<file path="src/hw/rtl/gregorian_calendar_date_unit_defines.svh">
// Assertion macros shared by the calendar date unit.
`ifndef GREGORIAN_CALENDAR_DATE_UNIT_DEFINES_SVH
`define GREGORIAN_CALENDAR_DATE_UNIT_DEFINES_SVH

// Same-cycle implication, checked outside reset.
`define GCDU_ASSERT_IMP(name, c, r, a, b) \
  name: assert property (@(posedge c) disable iff (r) (a) |-> (b)) \
    else $error("gcdu same-cycle check failed");

// Next-cycle implication, checked outside reset.
`define GCDU_ASSERT_NXT(name, c, r, a, b) \
  name: assert property (@(posedge c) disable iff (r) (a) |=> (b)) \
    else $error("gcdu next-cycle check failed");

`endif

</file>
<file path="src/hw/rtl/gcdu_pkg.sv">
package gcdu_pkg;

  localparam int YEAR_W     = 17;
  localparam int DAYS_W     = 26;
  localparam int SECS_W     = 40;
  localparam int IN_DATA_W  = 24;
  localparam int OUT_DATA_W = 80;

  typedef logic signed [YEAR_W-1:0] year_t;
  typedef logic [YEAR_W-1:0]        dividend_t;
  typedef logic [8:0]               divisor_t;
  typedef logic [3:0]               month_t;
  typedef logic [4:0]               mday_t;
  typedef logic [8:0]               yday_t;
  typedef logic signed [DAYS_W-1:0] days_t;

  typedef enum logic [1:0] {
    ACT_LOAD    = 2'd0,
    ACT_NEXT    = 2'd1,
    ACT_PREV    = 2'd2,
    ACT_COMPARE = 2'd3
  } action_t;

  typedef enum logic [1:0] {
    ST_OK      = 2'd0,
    ST_INVALID = 2'd1,
    ST_BOUND   = 2'd2
  } status_t;

  localparam logic [1:0] ORD_LATER   = 2'b01;
  localparam logic [1:0] ORD_EQUAL   = 2'b00;
  localparam logic [1:0] ORD_EARLIER = 2'b11;

  // Years are biased by a multiple of 400 so that floor division works on
  // a non-negative dividend.
  localparam int YEAR_BIAS      = 32800;
  localparam int EPOCH_YEAR     = 1970;
  localparam int LEAPS_TO_EPOCH = (EPOCH_YEAR - 1) / 4 - (EPOCH_YEAR - 1) / 100
                                  + (EPOCH_YEAR - 1) / 400;
  localparam int DAY_BASE       = -(YEAR_BIAS / 4) + YEAR_BIAS / 100 - YEAR_BIAS / 400
                                  - LEAPS_TO_EPOCH - 365 * EPOCH_YEAR - 1;

  localparam dividend_t DIVIDEND_BIAS = dividend_t'(YEAR_BIAS - 1);
  localparam divisor_t  DIV_400       = 9'd400;
  localparam divisor_t  DIV_100       = 9'd100;

  typedef enum logic [3:0] {
    OP_IDLE,
    OP_NOP,
    OP_DIV_GIVEN,
    OP_VALIDATE,
    OP_STEP,
    OP_DIV_Y400,
    OP_TAKE_Q400,
    OP_DIV_Y100,
    OP_SUM_YEARS,
    OP_SUM_CENT,
    OP_SUM_REST,
    OP_SCALE,
    OP_EMIT
  } dp_op_t;

  typedef struct packed {
    dp_op_t op;
  } dp_cmd_t;

  typedef struct packed {
    logic is_load;
    logic div_busy;
    logic out_free;
  } dp_status_t;

  function automatic yday_t days_before(input month_t m);
    yday_t d;
    case (m)
      4'd1:    d = 9'd0;
      4'd2:    d = 9'd31;
      4'd3:    d = 9'd59;
      4'd4:    d = 9'd90;
      4'd5:    d = 9'd120;
      4'd6:    d = 9'd151;
      4'd7:    d = 9'd181;
      4'd8:    d = 9'd212;
      4'd9:    d = 9'd243;
      4'd10:   d = 9'd273;
      4'd11:   d = 9'd304;
      4'd12:   d = 9'd334;
      default: d = 9'd0;
    endcase
    return d;
  endfunction

  // Returns zero for a month outside 1..12.
  function automatic mday_t month_len(input month_t m, input logic leap);
    mday_t n;
    case (m)
      4'd2:                                   n = leap ? 5'd29 : 5'd28;
      4'd4, 4'd6, 4'd9, 4'd11:                n = 5'd30;
      4'd1, 4'd3, 4'd5, 4'd7, 4'd8, 4'd10, 4'd12: n = 5'd31;
      default:                                n = 5'd0;
    endcase
    return n;
  endfunction

  // The argument is (year - 1) mod 400.
  function automatic logic leap_from_rem(input divisor_t r);
    divisor_t ym;
    ym = (r == 9'd399) ? 9'd0 : r + 9'd1;
    return (ym[1:0] == 2'b00) && (ym != 9'd100) && (ym != 9'd200) && (ym != 9'd300);
  endfunction

endpackage

</file>
<file path="src/hw/rtl/gcdu_div.sv">
module gcdu_div
  import gcdu_pkg::*;
(
  input  logic      clk,
  input  logic      rst,
  input  logic      start,
  input  dividend_t dividend,
  input  divisor_t  divisor,
  output dividend_t quot,
  output divisor_t  rem,
  output logic      busy
);

  localparam int                 RECIP_W     = 28;
  localparam int                 RECIP_SHIFT = 17;
  localparam logic [RECIP_W-1:0] RECIP_25    = 28'd5243;
  localparam logic [1:0]         PASS_QUOT   = 2'd2;
  localparam logic [1:0]         PASS_REM    = 2'd1;

  logic [1:0]         count;
  divisor_t           dsor;
  dividend_t          num;
  dividend_t          quot_r;
  divisor_t           rem_r;
  logic [14:0]        scaled;
  logic [RECIP_W-1:0] recip;
  dividend_t          back;

  // Both divisors are 25 times a power of two. The power is shifted out first,
  // and the division by 25 uses a reciprocal that is exact for a 15-bit value.
  assign scaled = (dsor == DIV_400) ? 15'(num >> 4) : 15'(num >> 2);
  assign recip  = RECIP_W'(scaled) * RECIP_25;
  assign back   = quot_r * dividend_t'(dsor);

  always_ff @(posedge clk) begin
    if (rst) begin
      count <= '0;
    end else if (start) begin
      count <= PASS_QUOT;
    end else if (count != '0) begin
      count <= count - 2'd1;
    end
  end

  always_ff @(posedge clk) begin
    if (start) begin
      dsor <= divisor;
      num  <= dividend;
    end else if (count == PASS_QUOT) begin
      quot_r <= dividend_t'(recip[RECIP_W-1:RECIP_SHIFT]);
    end else if (count == PASS_REM) begin
      rem_r <= divisor_t'(num - back);
    end
  end

  assign quot = quot_r;
  assign rem  = rem_r;
  assign busy = count != '0;

endmodule

</file>
<file path="src/hw/rtl/gcdu_datapath.sv">
module gcdu_datapath
  import gcdu_pkg::*;
#(
  parameter int MIN_YEAR = -9999,
  parameter int MAX_YEAR = 9999
) (
  input  logic                  clk,
  input  logic                  rst,
  input  logic                  s_tvalid,
  input  logic [IN_DATA_W-1:0]  s_tdata,
  input  logic [1:0]            s_tuser,
  output logic                  m_tvalid,
  input  logic                  m_tready,
  output logic [OUT_DATA_W-1:0] m_tdata,
  input  dp_cmd_t               cmd,
  output dp_status_t            status
);

  localparam year_t MIN_Y = year_t'(MIN_YEAR);
  localparam year_t MAX_Y = year_t'(MAX_YEAR);
  localparam days_t DAYS_PER_YEAR = days_t'(365);
  localparam days_t DAY_BASE_D = days_t'(DAY_BASE);
  localparam logic signed [43:0] SECS_PER_DAY = 44'sd86400;

  action_t   act;
  year_t     g_year;
  month_t    g_month;
  mday_t     g_day;
  year_t     year;
  month_t    month;
  mday_t     day;
  logic      leap_r;
  logic [7:0] q400;
  days_t     acc;
  logic [SECS_W-1:0] secs;
  logic [1:0] order;
  status_t   stat;
  logic [OUT_DATA_W-1:0] out_data;
  logic      out_valid;

  logic      div_start;
  dividend_t div_dividend;
  divisor_t  div_divisor;
  dividend_t div_quot;
  divisor_t  div_rem;
  logic      div_busy;

  dividend_t year_biased;
  dividend_t given_biased;
  yday_t     ordinal;
  logic      g_leap;
  logic      g_ok;
  mday_t     cur_len;
  mday_t     prev_len;
  logic signed [43:0] prod;
  logic      emit;

  assign year_biased  = dividend_t'(year) + DIVIDEND_BIAS;
  assign given_biased = dividend_t'(g_year) + DIVIDEND_BIAS;

  assign div_start = (cmd.op == OP_DIV_GIVEN) || (cmd.op == OP_DIV_Y400) ||
                     (cmd.op == OP_DIV_Y100);
  assign div_dividend = (cmd.op == OP_DIV_GIVEN) ? given_biased : year_biased;
  assign div_divisor  = (cmd.op == OP_DIV_Y100) ? DIV_100 : DIV_400;

  gcdu_div u_div (
    .clk      (clk),
    .rst      (rst),
    .start    (div_start),
    .dividend (div_dividend),
    .divisor  (div_divisor),
    .quot     (div_quot),
    .rem      (div_rem),
    .busy     (div_busy)
  );

  assign g_leap = leap_from_rem(div_rem);
  assign g_ok   = (g_month >= 4'd1) && (g_month <= 4'd12) &&
                  (g_year >= MIN_Y) && (g_year <= MAX_Y) &&
                  (g_day != 5'd0) && (g_day <= month_len(g_month, g_leap));

  assign cur_len  = month_len(month, leap_r);
  assign prev_len = month_len(month - 4'd1, leap_r);
  assign ordinal  = days_before(month) + yday_t'(day) +
                    yday_t'((month > 4'd2) && leap_r);
  assign prod     = 44'(acc) * SECS_PER_DAY;
  assign emit     = (cmd.op == OP_EMIT) && status.out_free;

  always_ff @(posedge clk) begin
    if (rst) begin
      year   <= year_t'(EPOCH_YEAR);
      month  <= 4'd1;
      day    <= 5'd1;
      leap_r <= 1'b0;
    end else begin
      case (cmd.op)
        OP_IDLE: begin
          if (s_tvalid) begin
            act     <= action_t'(s_tuser);
            g_year  <= year_t'($signed(s_tdata[14:0]));
            g_month <= s_tdata[18:15];
            g_day   <= s_tdata[23:19];
            order   <= ORD_EQUAL;
            stat    <= ST_OK;
          end
        end
        OP_VALIDATE: begin
          if (g_ok) begin
            year  <= g_year;
            month <= g_month;
            day   <= g_day;
          end else begin
            stat <= ST_INVALID;
          end
        end
        OP_STEP: begin
          case (act)
            ACT_NEXT: begin
              if (day == cur_len) begin
                if (month == 4'd12) begin
                  if (year >= MAX_Y) begin
                    stat <= ST_BOUND;
                  end else begin
                    year  <= year + year_t'(1);
                    month <= 4'd1;
                    day   <= 5'd1;
                  end
                end else begin
                  month <= month + 4'd1;
                  day   <= 5'd1;
                end
              end else begin
                day <= day + 5'd1;
              end
            end
            ACT_PREV: begin
              if (day > 5'd1) begin
                day <= day - 5'd1;
              end else if (month == 4'd1) begin
                if (year <= MIN_Y) begin
                  stat <= ST_BOUND;
                end else begin
                  year  <= year - year_t'(1);
                  month <= 4'd12;
                  day   <= 5'd31;
                end
              end else begin
                month <= month - 4'd1;
                day   <= prev_len;
              end
            end
            ACT_COMPARE: begin
              if (year != g_year) begin
                order <= (year > g_year) ? ORD_LATER : ORD_EARLIER;
              end else if (month != g_month) begin
                order <= (month > g_month) ? ORD_LATER : ORD_EARLIER;
              end else if (day != g_day) begin
                order <= (day > g_day) ? ORD_LATER : ORD_EARLIER;
              end else begin
                order <= ORD_EQUAL;
              end
            end
            default: begin
            end
          endcase
        end
        OP_TAKE_Q400: begin
          q400   <= div_quot[7:0];
          leap_r <= leap_from_rem(div_rem);
        end
        OP_SUM_YEARS: acc <= days_t'(days_t'(year) * DAYS_PER_YEAR);
        OP_SUM_CENT:  acc <= acc + days_t'(q400) - days_t'(div_quot[9:0]);
        OP_SUM_REST: begin
          acc <= acc + days_t'(year_biased[YEAR_W-1:2]) + days_t'(ordinal) + DAY_BASE_D;
        end
        OP_SCALE: secs <= prod[SECS_W-1:0];
        default: begin
        end
      endcase
    end
  end

  always_ff @(posedge clk) begin
    if (rst) begin
      out_valid <= 1'b0;
    end else if (emit) begin
      out_valid <= 1'b1;
    end else if (m_tready) begin
      out_valid <= 1'b0;
    end
  end

  always_ff @(posedge clk) begin
    if (emit) begin
      out_data <= {2'b00, stat, order, secs, ordinal, leap_r, day, month, year[14:0]};
    end
  end

  assign m_tvalid        = out_valid;
  assign m_tdata         = out_data;
  assign status.is_load  = act == ACT_LOAD;
  assign status.div_busy = div_busy;
  assign status.out_free = !out_valid || m_tready;

endmodule

</file>
<file path="src/hw/rtl/gcdu_ctrl.sv">
module gcdu_ctrl
  import gcdu_pkg::*;
(
  input  logic       clk,
  input  logic       rst,
  input  logic       s_tvalid,
  output logic       s_tready,
  input  dp_status_t status,
  output dp_cmd_t    cmd
);

  typedef enum logic [3:0] {
    S_IDLE,
    S_DECODE,
    S_GDIV,
    S_GWAIT,
    S_VALIDATE,
    S_STEP,
    S_Y400,
    S_Y400_WAIT,
    S_TAKE400,
    S_Y100,
    S_Y100_WAIT,
    S_SUM1,
    S_SUM2,
    S_SUM3,
    S_SCALE,
    S_EMIT
  } state_t;

  state_t state;
  state_t state_next;
  dp_op_t op_next;

  always_comb begin
    state_next = state;
    case (state)
      S_IDLE:      if (s_tvalid) state_next = S_DECODE;
      S_DECODE:    state_next = status.is_load ? S_GDIV : S_STEP;
      S_GDIV:      state_next = S_GWAIT;
      S_GWAIT:     if (!status.div_busy) state_next = S_VALIDATE;
      S_VALIDATE:  state_next = S_Y400;
      S_STEP:      state_next = S_Y400;
      S_Y400:      state_next = S_Y400_WAIT;
      S_Y400_WAIT: if (!status.div_busy) state_next = S_TAKE400;
      S_TAKE400:   state_next = S_Y100;
      S_Y100:      state_next = S_Y100_WAIT;
      S_Y100_WAIT: if (!status.div_busy) state_next = S_SUM1;
      S_SUM1:      state_next = S_SUM2;
      S_SUM2:      state_next = S_SUM3;
      S_SUM3:      state_next = S_SCALE;
      S_SCALE:     state_next = S_EMIT;
      S_EMIT:      if (status.out_free) state_next = S_IDLE;
      default:     state_next = S_IDLE;
    endcase
  end

  always_comb begin
    case (state_next)
      S_IDLE:     op_next = OP_IDLE;
      S_GDIV:     op_next = OP_DIV_GIVEN;
      S_VALIDATE: op_next = OP_VALIDATE;
      S_STEP:     op_next = OP_STEP;
      S_Y400:     op_next = OP_DIV_Y400;
      S_TAKE400:  op_next = OP_TAKE_Q400;
      S_Y100:     op_next = OP_DIV_Y100;
      S_SUM1:     op_next = OP_SUM_YEARS;
      S_SUM2:     op_next = OP_SUM_CENT;
      S_SUM3:     op_next = OP_SUM_REST;
      S_SCALE:    op_next = OP_SCALE;
      S_EMIT:     op_next = OP_EMIT;
      default:    op_next = OP_NOP;
    endcase
  end

  always_ff @(posedge clk) begin
    if (rst) begin
      state    <= S_IDLE;
      cmd.op   <= OP_IDLE;
      s_tready <= 1'b1;
    end else begin
      state    <= state_next;
      cmd.op   <= op_next;
      s_tready <= state_next == S_IDLE;
    end
  end

endmodule

</file>
<file path="src/hw/rtl/gregorian_calendar_date_unit.sv">
// Gregorian calendar date unit.
// The block holds one proleptic Gregorian date, 1970-01-01 after reset.
// Commands enter on the s_ stream: s_tuser carries the action (load, next
// day, previous day, compare) and s_tdata the given year, month and day.
// Each accepted item yields exactly one result item on the m_ stream with
// the stored date, leap flag, day of year, seconds since 1970-01-01, the
// compare order and a status.
// One item is in work at a time; s_tready is high only while idle.
// A step or compare makes two passes through the shared divider, by 400 and
// 100, and a load three; the states SUM1, SUM2, SUM3 and SCALE then sum the
// day count and scale it to seconds. s_tready returns in the same cycle as
// m_tvalid rises, so a new item is taken only once the last one is through.
// A finished result sits in the output register; the next item may be
// accepted and worked on meanwhile, and it waits at its last step while
// m_tready stays low. Reset is synchronous, clears both streams and
// returns the stored date to 1970-01-01.
`include "gregorian_calendar_date_unit_defines.svh"

module gregorian_calendar_date_unit
  import gcdu_pkg::*;
#(
  parameter int MIN_YEAR = -9999,
  parameter int MAX_YEAR = 9999
) (
  input  logic                  clk,
  input  logic                  rst,
  input  logic                  s_tvalid,
  output logic                  s_tready,
  // given_year[14:0], given_month[18:15], given_day[23:19]
  input  logic [IN_DATA_W-1:0]  s_tdata,
  // action[1:0]
  input  logic [1:0]            s_tuser,
  output logic                  m_tvalid,
  input  logic                  m_tready,
  // cur_year[14:0], cur_month[18:15], cur_day[23:19], leap[24],
  // ordinal_day[33:25], epoch_seconds[73:34], order[75:74], status[77:76]
  output logic [OUT_DATA_W-1:0] m_tdata
);

  dp_cmd_t    cmd;
  dp_status_t status;
  logic [4:0] out_day;
  logic [3:0] out_month;
  logic [1:0] out_order;
  logic [1:0] out_status;
  logic       out_date_ok;

  gcdu_ctrl u_ctrl (
    .clk      (clk),
    .rst      (rst),
    .s_tvalid (s_tvalid),
    .s_tready (s_tready),
    .status   (status),
    .cmd      (cmd)
  );

  gcdu_datapath #(
    .MIN_YEAR (MIN_YEAR),
    .MAX_YEAR (MAX_YEAR)
  ) u_datapath (
    .clk      (clk),
    .rst      (rst),
    .s_tvalid (s_tvalid),
    .s_tdata  (s_tdata),
    .s_tuser  (s_tuser),
    .m_tvalid (m_tvalid),
    .m_tready (m_tready),
    .m_tdata  (m_tdata),
    .cmd      (cmd),
    .status   (status)
  );

  assign out_day     = m_tdata[23:19];
  assign out_month   = m_tdata[18:15];
  assign out_order   = m_tdata[75:74];
  assign out_status  = m_tdata[77:76];
  assign out_date_ok = (out_day != 5'd0) && (out_month != 4'd0) && (out_month <= 4'd12);

  `GCDU_ASSERT_NXT(a_ready_drops, clk, rst, s_tvalid && s_tready, !s_tready)
  `GCDU_ASSERT_IMP(a_out_date_valid, clk, rst, m_tvalid, out_date_ok)
  `GCDU_ASSERT_IMP(a_order_ok_only, clk, rst, m_tvalid && (out_order != ORD_EQUAL), out_status == ST_OK)

endmodule

</file>
<file path="config.mk">
export PLATFORM = sky130hd
export DESIGN_NAME = gregorian_calendar_date_unit
export DESIGN_NICKNAME = d
export VERILOG_FILES = /design/src/hw/rtl/gcdu_pkg.sv /design/src/hw/rtl/gcdu_div.sv /design/src/hw/rtl/gcdu_datapath.sv /design/src/hw/rtl/gcdu_ctrl.sv /design/src/hw/rtl/gregorian_calendar_date_unit.sv
export VERILOG_INCLUDE_DIRS = /design/src /design/src/hw/rtl
export SDC_FILE = /design/constraint.sdc
export NUM_CORES = 1
export LEC_CHECK = 0
export ABC_AREA = 0
export ABC_CLOCK_PERIOD_IN_PS = 8800
export BUFFER_PORTS_ARGS = -buffer_cell sky130_fd_sc_hd__buf_2
export CAP_MARGIN = 5
export CORE_MARGIN = 8
export CORE_UTILIZATION = 36
export CTS_CLUSTER_SIZE = 16
export DETAILED_ROUTE_END_ITERATION = 8
export PLACE_DENSITY = 0.57
export SLEW_MARGIN = 40
export SYNTH_ARGS = -nofsm -noshare
export SYNTH_HDL_FRONTEND = slang
export SYNTH_HIERARCHICAL = 1
export SYNTH_SLANG_ARGS = --single-unit
export TNS_END_PERCENT = 30
</file>
<file path="constraint.sdc">
create_clock -name clk -period 8.8 [get_ports clk]
set_clock_uncertainty 0.2 [all_clocks]
set_input_delay 0.88 -clock clk [delete_from_list [all_inputs] [get_ports clk]]
set_output_delay 0.88 -clock clk [all_outputs]
set_load 0.02 [all_outputs]
</file>
---- Word level (Yosys, flattened, before mapping) ----
Memory sizes are Yosys's and may differ from the RTL's. A register that Yosys moved wholly into a read port is not among the register bits.
Index checks and enable logic that the tools add are counted.
word-level totals
  latch bits .............................. 0
  memory bits (read-only) ................. 208
  memories kept ........................... 2
  bits in registers ....................... 249
  bits in writable memories ............... 0
  logic and storage cells ................. 269
  input port bits ......................... 30
memories
  memory            depth  bits a word  rd ports  clocked after memory_dff  write ports  RTL line         source
  (name not given)  16     9            1         1                         0            gcdu_pkg.sv:75   case (m)
  (name not given)  16     4            1         1                         0            gcdu_ctrl.sv:59  case (state_next)
operators by class
  equal/unequal tests ..................... 93
  add/sub/neg operators ................... 18
  divide/modulo/power cells ............... 0
  bitwise operators ....................... 3
  shift operators ......................... 0
  reduce and logical (&&, ||, !) cells .... 46
  multiply operators ...................... 4
  muxes and demuxes ....................... 68
  magnitude comparators ................... 12
operator list
  operator                                                                count
  17-bit two-way mux                                                      8
  4-bit == test (second input constant)                                   28
  4-bit by 3-bit == test with 1-bit output (second input constant)        20
  26-bit one-hot mux with 3 select lines                                  1
  17-bit one-hot mux with 2 select lines                                  2
  4-bit one-hot mux with 15 select lines                                  1
  4-bit two-way mux                                                       14
  5-bit one-hot mux with 3 select lines                                   3
  4-bit by 2-bit == test with 1-bit output (second input constant)        10
  5-bit two-way mux                                                       7
  17-bit by 16-bit adder with 17-bit output (second input constant)       2
  2-bit two-way mux                                                       17
  26-bit by 11-bit multiplier with 33-bit output (second input constant)  1
  15-bit by 13-bit multiplier with 28-bit output (second input constant)  1
  26-bit by 10-bit adder with 26-bit output                               1
  26-bit by 16-bit adder with 26-bit output                               1
  26-bit by 21-bit adder with 26-bit output (second input constant)       1
  26-bit by 9-bit adder with 26-bit output                                1
  17-bit by 10-bit multiplier with 26-bit output (second input constant)  1
  26-bit by 11-bit subtractor with 26-bit output                          1
  7-bit OR reduction                                                      3
  5-bit one-hot mux with 2 select lines                                   2
  9-bit == test (second input constant)                                   2
  9-bit two-way mux                                                       2
  other kinds (65)                                                        114

---- Longest topological paths before layout ----
Gate-level depths: netlist (run 1).
  depth in word-level cells ............... 14
  mapped depth ............................ 25

---- Cells and area by module ----
Netlist (run 1), hierarchy kept.
by module, submodules not included
  module         instances  area an instance (µm²)  sequential area each (µm²)  cells each
  gcdu_datapath  1          22122.5                 5785.5                      2297
  gcdu_div       1          6837.8                  1421.4                      617
  gcdu_ctrl      1          600.6                   180.2                       64

---- Worst setup path before layout (run 1) ----
No wires, ideal clock.
  path kind ............................... reg-to-reg
  start point ............................. reg u_datapath.u_div.dsor[3]
  end point ............................... reg u_datapath.u_div.quot_r[9], in the netlist u_datapath/u_div/quot[9] (data pin)
  path slack .............................. 2559 ps
  cell stages (with the launch flop) ...... 22
  clock period less this slack ............ 6241 ps
  data required time ...................... 8426 ps
  setup time .............................. 174 ps
  path buffers ............................ 3
  arrival ................................. 5867 ps
  path through ............................ edfxtp_1 > or4b_1 > nor3_2 > nand4b_1 > buf_6 > buf_6 > mux2i_1 > inv_1 > fa_1 > ha_1 > inv_1 > fa_1 > fa_1 > inv_1 > fa_1 > ha_1 > clkbuf_1 > a21o_1 > a31o_2 > a311oi_1 > nand2_1 > a311oi_1
on the way
  longest elaborated chain between the ends .. 3
ends and longest elaborated chain
  item                                            RTL line        source
  from (decl)                                     gcdu_div.sv:21  divisor_t dsor;
  from (signal assigned)                          gcdu_div.sv:47  dsor <= divisor;
  9-bit == test                                   gcdu_div.sv:31  assign scaled = (dsor == DIV_400) ? 15'(num >> 4) : 15'(num >> 2);
  15-bit two-way mux                              gcdu_div.sv:31
  15-bit by 13-bit multiplier with 28-bit output  gcdu_div.sv:32  assign recip = RECIP_W'(scaled) * RECIP_25;
  via u_datapath.u_div.recip[26]                  gcdu_div.sv:26  logic [RECIP_W-1:0] recip;
  to (signal assigned)                            gcdu_div.sv:50  quot_r <= dividend_t'(recip[RECIP_W-1:RECIP_SHIFT]);
  to (decl)                                       gcdu_div.sv:23  dividend_t quot_r;
The timed path passes the listed nets, and every way through them passes these cells.
A chain may end at the register's enable or synchronous reset.

---- Worst setup path in the final report (run 1) ----
  start point ............................. reg u_datapath.month[0]
  end point ............................... reg u_datapath.acc[25] (data pin)
on the way
  longest elaborated chain between the ends .. 6
ends and longest elaborated chain
  item                                           RTL line              source
  from (decl)                                    gcdu_datapath.sv:30   month_t month;
  from (signal assigned)                         gcdu_datapath.sv:110  month <= g_month;
  from (signal assigned)                         gcdu_datapath.sv:129  month <= month + 4'd1;
  from (signal assigned)                         gcdu_datapath.sv:148  month <= month - 4'd1;
  4-bit by 2-bit > comparator with 1-bit output  gcdu_datapath.sv:85   yday_t'((month > 4'd2) && leap_r);
  1-bit logical AND                              gcdu_datapath.sv:85
  9-bit by 1-bit adder with 9-bit output         gcdu_datapath.sv:84   assign ordinal = days_before(month) + yday_t'(day) +
  via u_datapath.ordinal[4]                      gcdu_datapath.sv:50   yday_t ordinal;
  26-bit by 10-bit adder with 26-bit output      gcdu_datapath.sv:174  acc <= acc + days_t'(year_biased[YEAR_W-1:2]) + days_t'(ordinal) + DAY_BASE_D;
  26-bit by 21-bit adder with 26-bit output      gcdu_datapath.sv:174
  26-bit one-hot mux with 3 select lines         gcdu_datapath.sv:96   case (cmd.op)
  to (signal assigned)                           gcdu_datapath.sv:171  OP_SUM_YEARS: acc <= days_t'(days_t'(year) * DAYS_PER_YEAR);
  to (signal assigned)                           gcdu_datapath.sv:172  OP_SUM_CENT: acc <= acc + days_t'(q400) - days_t'(div_quot[9:0]);
  to (signal assigned)                           gcdu_datapath.sv:174
  to (decl)                                      gcdu_datapath.sv:34   days_t acc;
The timed path passes the listed nets, and every way through them passes these cells.

==> impl_metrics.tcl, run 1 <==
set metrics [dict create \
    status "complete, no violations" \
    max_freq_mhz 147 \
    crit_path_start_kind "flip-flop" \
    hold_violations 0 \
    wl_um 71800 \
    core_um2 81600 \
    cts_tree "done" \
    min_path_cells 0 \
    avgRoutedWirePerCell_um 17.3 \
    io_pins 112 \
    ant_nets 0 \
    rr_worst_depth 21 \
    place.gp.congestion 0.870 \
    required_ns 8.92 \
    rsz0062_at_grt "no" \
    netlist_instances 2963 \
    end_kind "flip-flop" \
    first_pass_iters 5 \
    ctsResizeCount 0 \
    period_share_pct 77.1 \
    hold_class "flip-flop to flip-flop" \
    die_height_um 302 \
    die_w_um 302 \
    post-cts-setup-buffers 0 \
    viasPerCell 4.97 \
    drive_gt1_share_pct 8.06 \
    grt_pass1_wl_um 113000 \
    slew_violations 0 \
    initial_core_util_pct 36.1 \
    drcViolationCount 0 \
    numPortBuffers 102 \
    slowest_stage "dfxtp_1" \
    cp.depth 21 \
    grt_usage_pct 15.5 \
    crit_chain "inv_1, ha_1, o21ai_0, nand2_1, fa_1, fa_1, nor2b_1, o21ai_0, nand2b_1, xor2_1, fa_1, ha_1, ha_1, a21o_1, a21o_1, o311a_1, o311ai_0, nand3_1, mux2_2, nor3_1, o221ai_1" \
    whs_ns 0.212 \
    clk_pin_slew_ns 0.06 \
    layout_min_cycle_time_ns 6.79 \
    maxCapViolCount 0 \
    syn_to_final_growth_pct 9.28 \
    drt_iter0_drc 1284 \
    fillerInstances 8109 \
    cp_max_fo 12 \
    antenna_cells 0 \
    critPathTopFamily "adder cells" \
    cts.hold.buffers_added 0 \
    die-area_um2 91200 \
    slew_headroom_pct 45.6 \
    cts_num_sinks 261 \
    fp-row-count 105 \
    worst-path-buf-inv 1 \
    htreeDepth 1 \
    cts_inserted_buffers 31 \
    dr_total_vias 20700 \
    nets 3808 \
    arrival_ns 6.91 \
    tightestPinTransition_ns 0.816 \
    antenna_found_initial 0 \
    setup_viol 0 \
    netlist_area_um2 29400 \
    grt_max_degree 42 \
    slowest_delay_ns 0.57 \
    cts-root-buf "clkbuf_16" \
    tns_ns 0 \
    cts_buffer_depth 3 \
    critical_path_class "flip-flop to flip-flop" \
    clk_latency_ns 0.60 \
    grt_pass1_vias 20400 \
    yosysWarnings 6 \
    dp_hpwl_um 59300 \
    grt.overflow.total 0 \
    avgSynthCellArea_um2 9.94 \
]
-- worst register-to-register path, delay by kind of cell (launching register included) --
kind | cells | cell delay (ns)
simple gates | 5 | 0.81
buf+inv | 1 | 0.19
compound gates | 7 | 1.80
mux | 1 | 0.33
fa+ha+maj | 6 | 2.28
flops | 1 | 0.57
xor+xnor | 1 | 0.33
-- layer usage --
layer  share of wire [%]  track usage (%)  routed length, µm  vias to the layer above
met4                 3.1             4.74               2240                        0
met1                  48             21.7              34600                     9842
met2                  45             24.9              32400                      372
met3                 3.7             1.90               2650                      104
li1                    -                -                  -                    10300
met5                   0                0                  0                        -
-- sequential cells by signal (all words and copies together) (netlist names), 4 cells and up, named ones only --
name	flops
u_ctrl/cmd	4
u_datapath/u_div/dsor	9
u_datapath/g_year	15
u_ctrl/state	4
u_datapath/u_div/quot	10
u_datapath/m_tdata	71
u_datapath/g_month	4
u_datapath/secs	33
u_datapath/q400	8
u_datapath/year	17
u_datapath/u_div/num	17
u_datapath/day	5
u_datapath/acc	26
u_datapath/month	4
u_datapath/g_day	5
u_datapath/u_div/rem	9
-- layout make-up --
| class | instances | area [µm²] | area share (%) |
|---|---|---|---|
| clock buffer | 35 | 791 | 2.46 |
| sequential | 261 | 7360 | 22.9 |
| tap | 1070 | 1340 | 4.16 |
| multi-input combinational | 2120 | 19800 | 61.6 |
| inverter | 533 | 2000 | 6.22 |
| clock inverter | 22 | 206 | 0.642 |
| timing repair buffer | 120 | 653 | 2.03 |
-- placed cells by master (no fill, tap or decap), types with 20 or more instances in the layout --
cell	n
o21ai_0	95
inv_1	530
nand2b_1	25
a21oi_1	140
xor2_1	57
fa_1	233
nor2_1	154
clkbuf_16	31
buf_2	102
nand3_1	51
a211oi_1	26
ha_1	478
edfxtp_1	213
dfxtp_1	48
nand2_1	157
nor3_1	42
and2_1	29
nor2b_1	28
o21a_1	20
nand4_1	22
xnor2_1	137
a21o_1	56
-- path summary, 6_finish.rpt --
check	from	to	slack [ns]
worst max-delay path	u_datapath/month[0]	u_datapath/acc[25]	2.01
worst min-delay path	u_datapath/secs[30]	u_datapath/m_tdata[64]	0.21
worst max register to register	u_datapath/month[0]	u_datapath/acc[25]	2.01
worst min register to register	u_datapath/secs[30]	u_datapath/m_tdata[64]	0.21
-- through the flow --
| stage | instances | setup WS, ns | area [µm²] | util, % |
|---|---|---|---|---|
| floorplan | 2974 | 2.61 | 29500 | - |
| global placement | 4102 | 2.12 | 31100 | 38.2 |
| detailed placement | 4103 | 2.05 | 31200 | 38.2 |
| CTS | 4160 | 2.05 | 32200 | 39.4 |
| global route | 4161 | 1.71 | 32200 | 39.4 |
| finish | 4161 | 2.01 | 32200 | 39.4 |
Power of run 1 is left out: the tool's default activity adds up to more than one toggle a clock period on the data nets, which glitch-free logic cannot reach.
==> run 2, diff against run 1 <==
--- a/config.mk
+++ b/config.mk
@@ -6,8 +6,8 @@
 export SDC_FILE = /design/constraint.sdc
 export NUM_CORES = 1
 export LEC_CHECK = 0
-export ABC_AREA = 0
-export ABC_CLOCK_PERIOD_IN_PS = 8800
+export ABC_AREA = 1
+export ABC_CLOCK_PERIOD_IN_PS = 6500
 export BUFFER_PORTS_ARGS = -buffer_cell sky130_fd_sc_hd__buf_2
 export CAP_MARGIN = 5
 export CORE_MARGIN = 8
==> constraint.sdc (replaced) <==
create_clock -name clk -period 6.5 [get_ports clk]
set_clock_uncertainty 0.2 [all_clocks]
set_input_delay 0.65 -clock clk [delete_from_list [all_inputs] [get_ports clk]]
set_output_delay 0.65 -clock clk [all_outputs]
set_load 0.02 [all_outputs]
==> run 2 against run 1 <==
  * Register-to-register slack lost 1.6 ns
  * Maximum frequency grew 12%
  * Critical path type unchanged
  * Final cell count grew 17%
  * First-iteration DRC count grew 1.6%
  * Largest cell class unchanged
  * Worst hold slack lost 0.15 ns
  * Critical path depth grew 3
  * Non-clock buffer count grew 23
  * Synthesized cell count grew 22%
  * Core utilization grew 0.80 points
  * Count of clock-buffer cells in the layout grew 5
==> impl_metrics.tcl, run 2 <==
set metrics [dict create \
    avgRoutedWirePerCell_um 16.5 \
    post-cts-setup-buffers 0 \
    max_freq_mhz 165 \
    die_height_um 307 \
    final_cell_mix "inv_1 (753), nand2_1 (603), ha_1 (478)" \
    grt_usage_pct 16.7 \
    grt.overflow.total 0 \
    ctsResizeCount 0 \
    clk_pin_slew_ns 0.06 \
    viasPerCell 4.88 \
    hold_class "primary input to flip-flop" \
    required_ns 6.59 \
    rsz0062_at_grt "no" \
    grt_pass1_wl_um 127000 \
    htreeDepth 2 \
    end_kind "flip-flop" \
    cts_num_sinks 261 \
    die_w_um 307 \
    final_util_pct 40.2 \
    final_common_cell "inv_1" \
    layout_min_cycle_time_ns 6.05 \
    avgSynthCellArea_um2 8.42 \
    finalWorstSetupSlack_ns 0.453 \
    layout.cells.non_filler 4861 \
    wl_um 80000 \
    dp.cells 4797 \
    first_pass_iters 6 \
    pre_cts_slack_ns 0.329 \
    syn_to_final_growth_pct 10.6 \
    crit_path_start_kind "flip-flop" \
    critical_path_class "flip-flop to flip-flop" \
    drcViolationCount 0 \
    cts_tree "done" \
    ant_nets 0 \
    drt_iter0_drc 1304 \
    yosysWarnings 6 \
    grt_max_degree 41 \
    initial_core_util_pct 36.4 \
    place.gp.congestion 0.886 \
    grt_pass1_vias 23500 \
    clk_latency_ns 0.56 \
    worst-r2r-setup-slack_ns 0.45 \
    dr_total_vias 23700 \
    cts.hold.buffers_added 0 \
    period_share_pct 93.0 \
    slew_headroom_pct 43.2 \
    cp_max_fo 8 \
    slew_violations 0 \
    io_pins 112 \
    netlist_instances 3608 \
    cts_inserted_buffers 35 \
    numPortBuffers 102 \
    status "complete, no violations" \
    dp_hpwl_um 66600 \
    maxCapViolCount 0 \
    largest_register_ffs 71 \
    tns_ns 0 \
    core_um2 83600 \
    drive_gt1_share_pct 7.56 \
    antenna_cells 0 \
    setup_viol 0 \
    cts-root-buf "clkbuf_16" \
    nets 4495 \
    tightestPinTransition_ns 0.843 \
    netlist_area_um2 30400 \
    die-area_um2 94000 \
    cts_buffer_depth 3 \
    arrival_ns 6.13 \
    antenna_found_initial 1 \
    hold_violations 0 \
    fp-row-count 106 \
]
run 2: area by class of cell:
cell class | instances | area, µm²
clock buffer | 40 | 916
clock inverter | 24 | 282
fill | 8549 | 49900
inverter | 770 | 2900
multi-input combinational | 2543 | 20000
sequential | 261 | 7360
tap | 1080 | 1350
timing repair buffer | 143 | 818
run 2: final timing paths:
kind / start / to / cells after the start
worst max-delay path: u_datapath/month[0] / u_datapath/acc[18] / 24
worst min-delay path: s_tdata[15] / u_datapath/g_month[0] / 1
worst max register to register: u_datapath/month[0] / u_datapath/acc[18] / 24
worst min register to register: u_datapath/secs[37] / u_datapath/m_tdata[71] / 0
run 2: critical path, stage by stage (launching register included):
cell and delay (ns):
dfxtp_1 0.45, inv_1 0.19, ha_1 0.27, o21ai_0 0.29, nand2_1 0.13, fa_1 0.43, o21ai_0 0.32, a21oi_1 0.15
o21ai_0 0.33, xor2_1 0.23, inv_1 0.09, fa_1 0.41, fa_1 0.48, inv_1 0.05, ha_1 0.37, nand2_1 0.07
o21ai_0 0.33, o21bai_1 0.26, a31oi_1 0.14, inv_1 0.12, nand4_1 0.15, nand2_1 0.10, nand2_1 0.05, nand3_1 0.07
nand3_1 0.07
run 2: per-layer routing:
layer / track usage (%) / wire length [µm] / vias up
li1: - / - / 12000
met1: 22.9 / 37900 / 11200
met2: 27.8 / 36700 / 456
met3: 2.07 / 3030 / 102
met4: 4.79 / 2330 / 2
met5: 0 / 8 / -
run 2: through the flow:
stage | instance area [µm²] | hold slack, ns
after floorplan | 30400 | 0.200
after global placement | 32400 | 0.201
after detailed placement | 32400 | 0.205
after CTS | 33600 | 0.0235
after global routing | 33600 | 0.0380
final | 33600 | 0.0616
Power of run 2 is left out for the same reason.
